===== config.mk =====
export PLATFORM = sky130hd
export DESIGN_NAME = sawc_ram
export DESIGN_NICKNAME = d
export VERILOG_FILES = /design/src/rtl/sawc_ram.sv
export SDC_FILE = /design/constraint.sdc
export NUM_CORES = 2
export LEC_CHECK = 0
export ABC_AREA = 1
export BUFFER_PORTS_ARGS = -buffer_cell sky130_fd_sc_hd__buf_2
export CORE_MARGIN = 8
export CORE_UTILIZATION = 50
export CTS_BUF_LIST = sky130_fd_sc_hd__clkbuf_4 sky130_fd_sc_hd__clkbuf_8
export CTS_CLUSTER_DIAMETER = 30
export DETAILED_ROUTE_END_ITERATION = 7
export PLACE_DENSITY_LB_ADDON = 0.08
export SYNTH_ARGS = -nofsm -noshare
export SYNTH_HDL_FRONTEND = slang
export SYNTH_SLANG_ARGS = --single-unit

===== constraint.sdc =====
create_clock -name clk -period 1.78 [get_ports clk]
set_input_delay 0.267 -clock clk [delete_from_list [all_inputs] [get_ports clk]]
set_output_delay 0.267 -clock clk [all_outputs]
set_load 0.1 [all_outputs]

===== src/rtl/sawc_ram.sv =====
// ----------------------------------------------------------------------------
// sawc_ram
// Simple dual-port RAM: one write port, one read port with registered data.
// ----------------------------------------------------------------------------
module sawc_ram #(
    parameter int DEPTH = 256,
    parameter int WIDTH = 8
) (
    input  logic                     clk,
    input  logic                     wr_en,
    input  logic [$clog2(DEPTH)-1:0] wr_addr,
    input  logic [WIDTH-1:0]         wr_data,
    input  logic                     rd_en,
    input  logic [$clog2(DEPTH)-1:0] rd_addr,
    output logic [WIDTH-1:0]         rd_data
);

    logic [WIDTH-1:0] mem [DEPTH];
    logic [WIDTH-1:0] rd_data_reg;

    always_ff @(posedge clk)
    begin
        if (wr_en)
        begin
            mem[wr_addr] <= wr_data;
        end
        if (rd_en)
        begin
            rd_data_reg <= mem[rd_addr];
        end
    end

    assign rd_data = rd_data_reg;

endmodule

==> impl_results.md <==
- Outcome: finished, violations left
- Failing checks: negative setup slack
- CP arrival: 1960 ps
- Initial antenna violation count: 12
- Gate power share: 0.066
- First-pass GRT wire length: about 370 mm
- CP max stage delay: about 630 ps
- Via/cell ratio: between 5 and 6
- Drt first pass iters: 6
- Inserted Clock Buffers: 449
- Setup ws final: -451 ps
- Internal: between 90 and 100 mW
- Critical path peak fanout: 1
- # IOs: 35
- Die Y: roughly 420 um
- Final setup violation count: 34
- Layout Skew: 72.8 ps
- Port bufs: 34
- Std-Cell Rows: 150
- Clock network fraction of design power: 0.478
- Root buf cell: clkbuf_8
- Final Util: 0.623
- Max reg flops: 2048
- Most frequent cells in the layout: nand2_1, edfxtp_1, nand3_1
- Post-DP Area: between 0.09 and 0.1 mm2
- RSZ-0062 raised after global routing: true
- HP Class: in2reg
- Filler cells: roughly 13000
- RePlAce Congestion: approximately 0.9
- Number of synthesized register bits: about 2100
- CP Capture Type: output pin
- CTS Buffer Depth: 4
- Gr ovfl total: 0
- Commonest non-fill, non-tap cell in the layout: nand2_1
- Final net count: 7884
- Clk pin slew, worst setup/hold paths: approximately 60 ps
- Initial DRC Count: roughly 6300
- # DRC: 0
- Hold Vio Cnt, Final: 0
- WP buf/inv: 1
- Power Density: 1130 mW/mm2
- NetSw: between 20 and 30 mW
- Avg Synthesized Cell Area: between 10 and 15 um2
- Via Count: slightly below 60000
- Leakage: 38.2 nW
- Clock Latency Late Sink: 1110 ps
- Worst-Margin Slew: between 1000 and 1500 ps
- Detail Route Antenna Nets: 0
- Yosys top cell by area: edfxtp_1
- Core ar.: 0.166 mm2
- Starting Density: 0.501
- Setup TNS: -2690 ps
- Max H-tree Level: 5
- Dominant cells by area after synthesis: edfxtp_1, nand3_1, nand2_1
- CP required: 1510 ps
- Seq/Total Area, Yosys: 0.740
- Slew Limit Headroom: 0.235
- Post-synth top area share: 0.740
- Post-synthesis net count: roughly 7000
- Slowest CP cell: edfxtp_1
- Sw Ratio: 0.231
- Die W: about 420 um
- Reg power frac: 0.455
- Area grow syn2layout: 24.3%
- Post-route minimum period: 2230 ps
- Delay-heaviest family, CP: flip-flops
- Largest net degree at the start of global routing: around 90
- Vias in the first global route: about 58000
- CTS tree: yes
- Synth Instances: 7003
- Synth warn: 0
- Clk sinks: 2056
- Die Area: around 0.18 mm2
- Startpoint Class: flop
- Critical path class: reg2out
- HPWL after DPL: 158 mm
- Library cells used by synthesis: 13
- Slew Limit Fails: 0
- Place WS: -978 ps
- Max Cap Violations: 0
- Routed WL per cell: roughly 24 um
- Critical-path cell list: buf_12
- Period Utilization, post-route: 1.25
- FMAX: between 400 and 500 MHz
- Finished Cell Area: about 0.10 mm2
- Final wirelength: roughly 250 mm
- Synthesized cell area: around 0.083 mm2
- Layout cells sized above 1: 0.216
- Peak VDD IR: 0.935 mV
- Total track usage: 0.274
through the flow:
stage | hold slack, ps | power [mW] | cells
after floorplan | 366 | 57.9 | 7003
after global placement | 612 | 61.8 | 9592
after detailed placement | 608 | 61.8 | 9592
after CTS | 13.2 | 118 | 10400
after global routing | 72.5 | 121 | 10400
final | 93.3 | 117 | 10400
power by group through the flow:
| stage | sequential, mW | clock (mW) | combinational, mW |
|---|---|---|---|
| CTS | 53.5 | 57.0 | 7.59 |
| detailed placement | 54.5 | 0 | 7.38 |
| floorplan | 54.6 | 0 | 3.29 |
| finish | 53.5 | 56.2 | 7.79 |
| global placement | 54.5 | 0 | 7.34 |
| global route | 53.5 | 59.3 | 8.31 |
cells in the mapped netlist:
library cell	n
nand2_1	2123
edfxtp_1	2056
nand3_1	2019
nor2_1	283
buf_2	268
clkbuf_1	112
buf_4	46
buf_1	40
inv_1	36
buf_6	16
inv_2	2
buf_8	1
inv_4	1
cells by family (layout without fill, tap and decap cells):
group,after synthesis,count (layout),share of synthesized area
other cells,0,14,0
buf+inv,522,1728,0.0312
flops,2056,2056,0.740
simple gates,4425,4425,0.229
layout make-up:
cell class	instances	area (um2)	area share
timing repair buffer	886	8940	0.0862
clock inverter	302	3270	0.0315
multi-input combinational	4425	20200	0.195
clock buffer	501	6590	0.0635
sequential	2056	61700	0.595
tap	2204	2760	0.0266
inverter	39	180	0.00174
antenna	14	35.0	0.000338
timing repair:
| action | in CTS | in global routing |
|---|---|---|
| hold buffers | 18 | 0 |
| gates resized for setup | 106 | 125 |
| endpoints found under the setup margin | 16 | 105 |
| pin swaps | 10 | 22 |
| endpoints found under the hold margin | 2254 | 0 |
| buffers inserted | 0 | 0 |
metal layers:
metal  GRT usage  share of wire
met1       0.378           0.42
met5           0              0
met4       0.111          0.038
met3      0.0511          0.080
met2       0.431           0.47
worst reg2reg max path: stages, from the launching register on:
cell,delay [ps]
edfxtp_1,360
nand2_1,80
nand3_1,110
nand3_1,130
nand3_2,130
nand3_2,120
nand3_1,90
nand3_2,120
nand2_2,110
nand2_2,100
nand2_1,70
final timing paths:
path	startpoint	endpoint	slack, ps	cells after the start
min	wr_data[3]	mem[250][3]	90	2
min reg2reg	mem[154][5]	rd_data[5]	1060	10
max reg2reg	mem[81][3]	rd_data[3]	40	10
max	rd_data[1]	rd_data[1]	-450	1
Power figures use the tool's default switching activity.
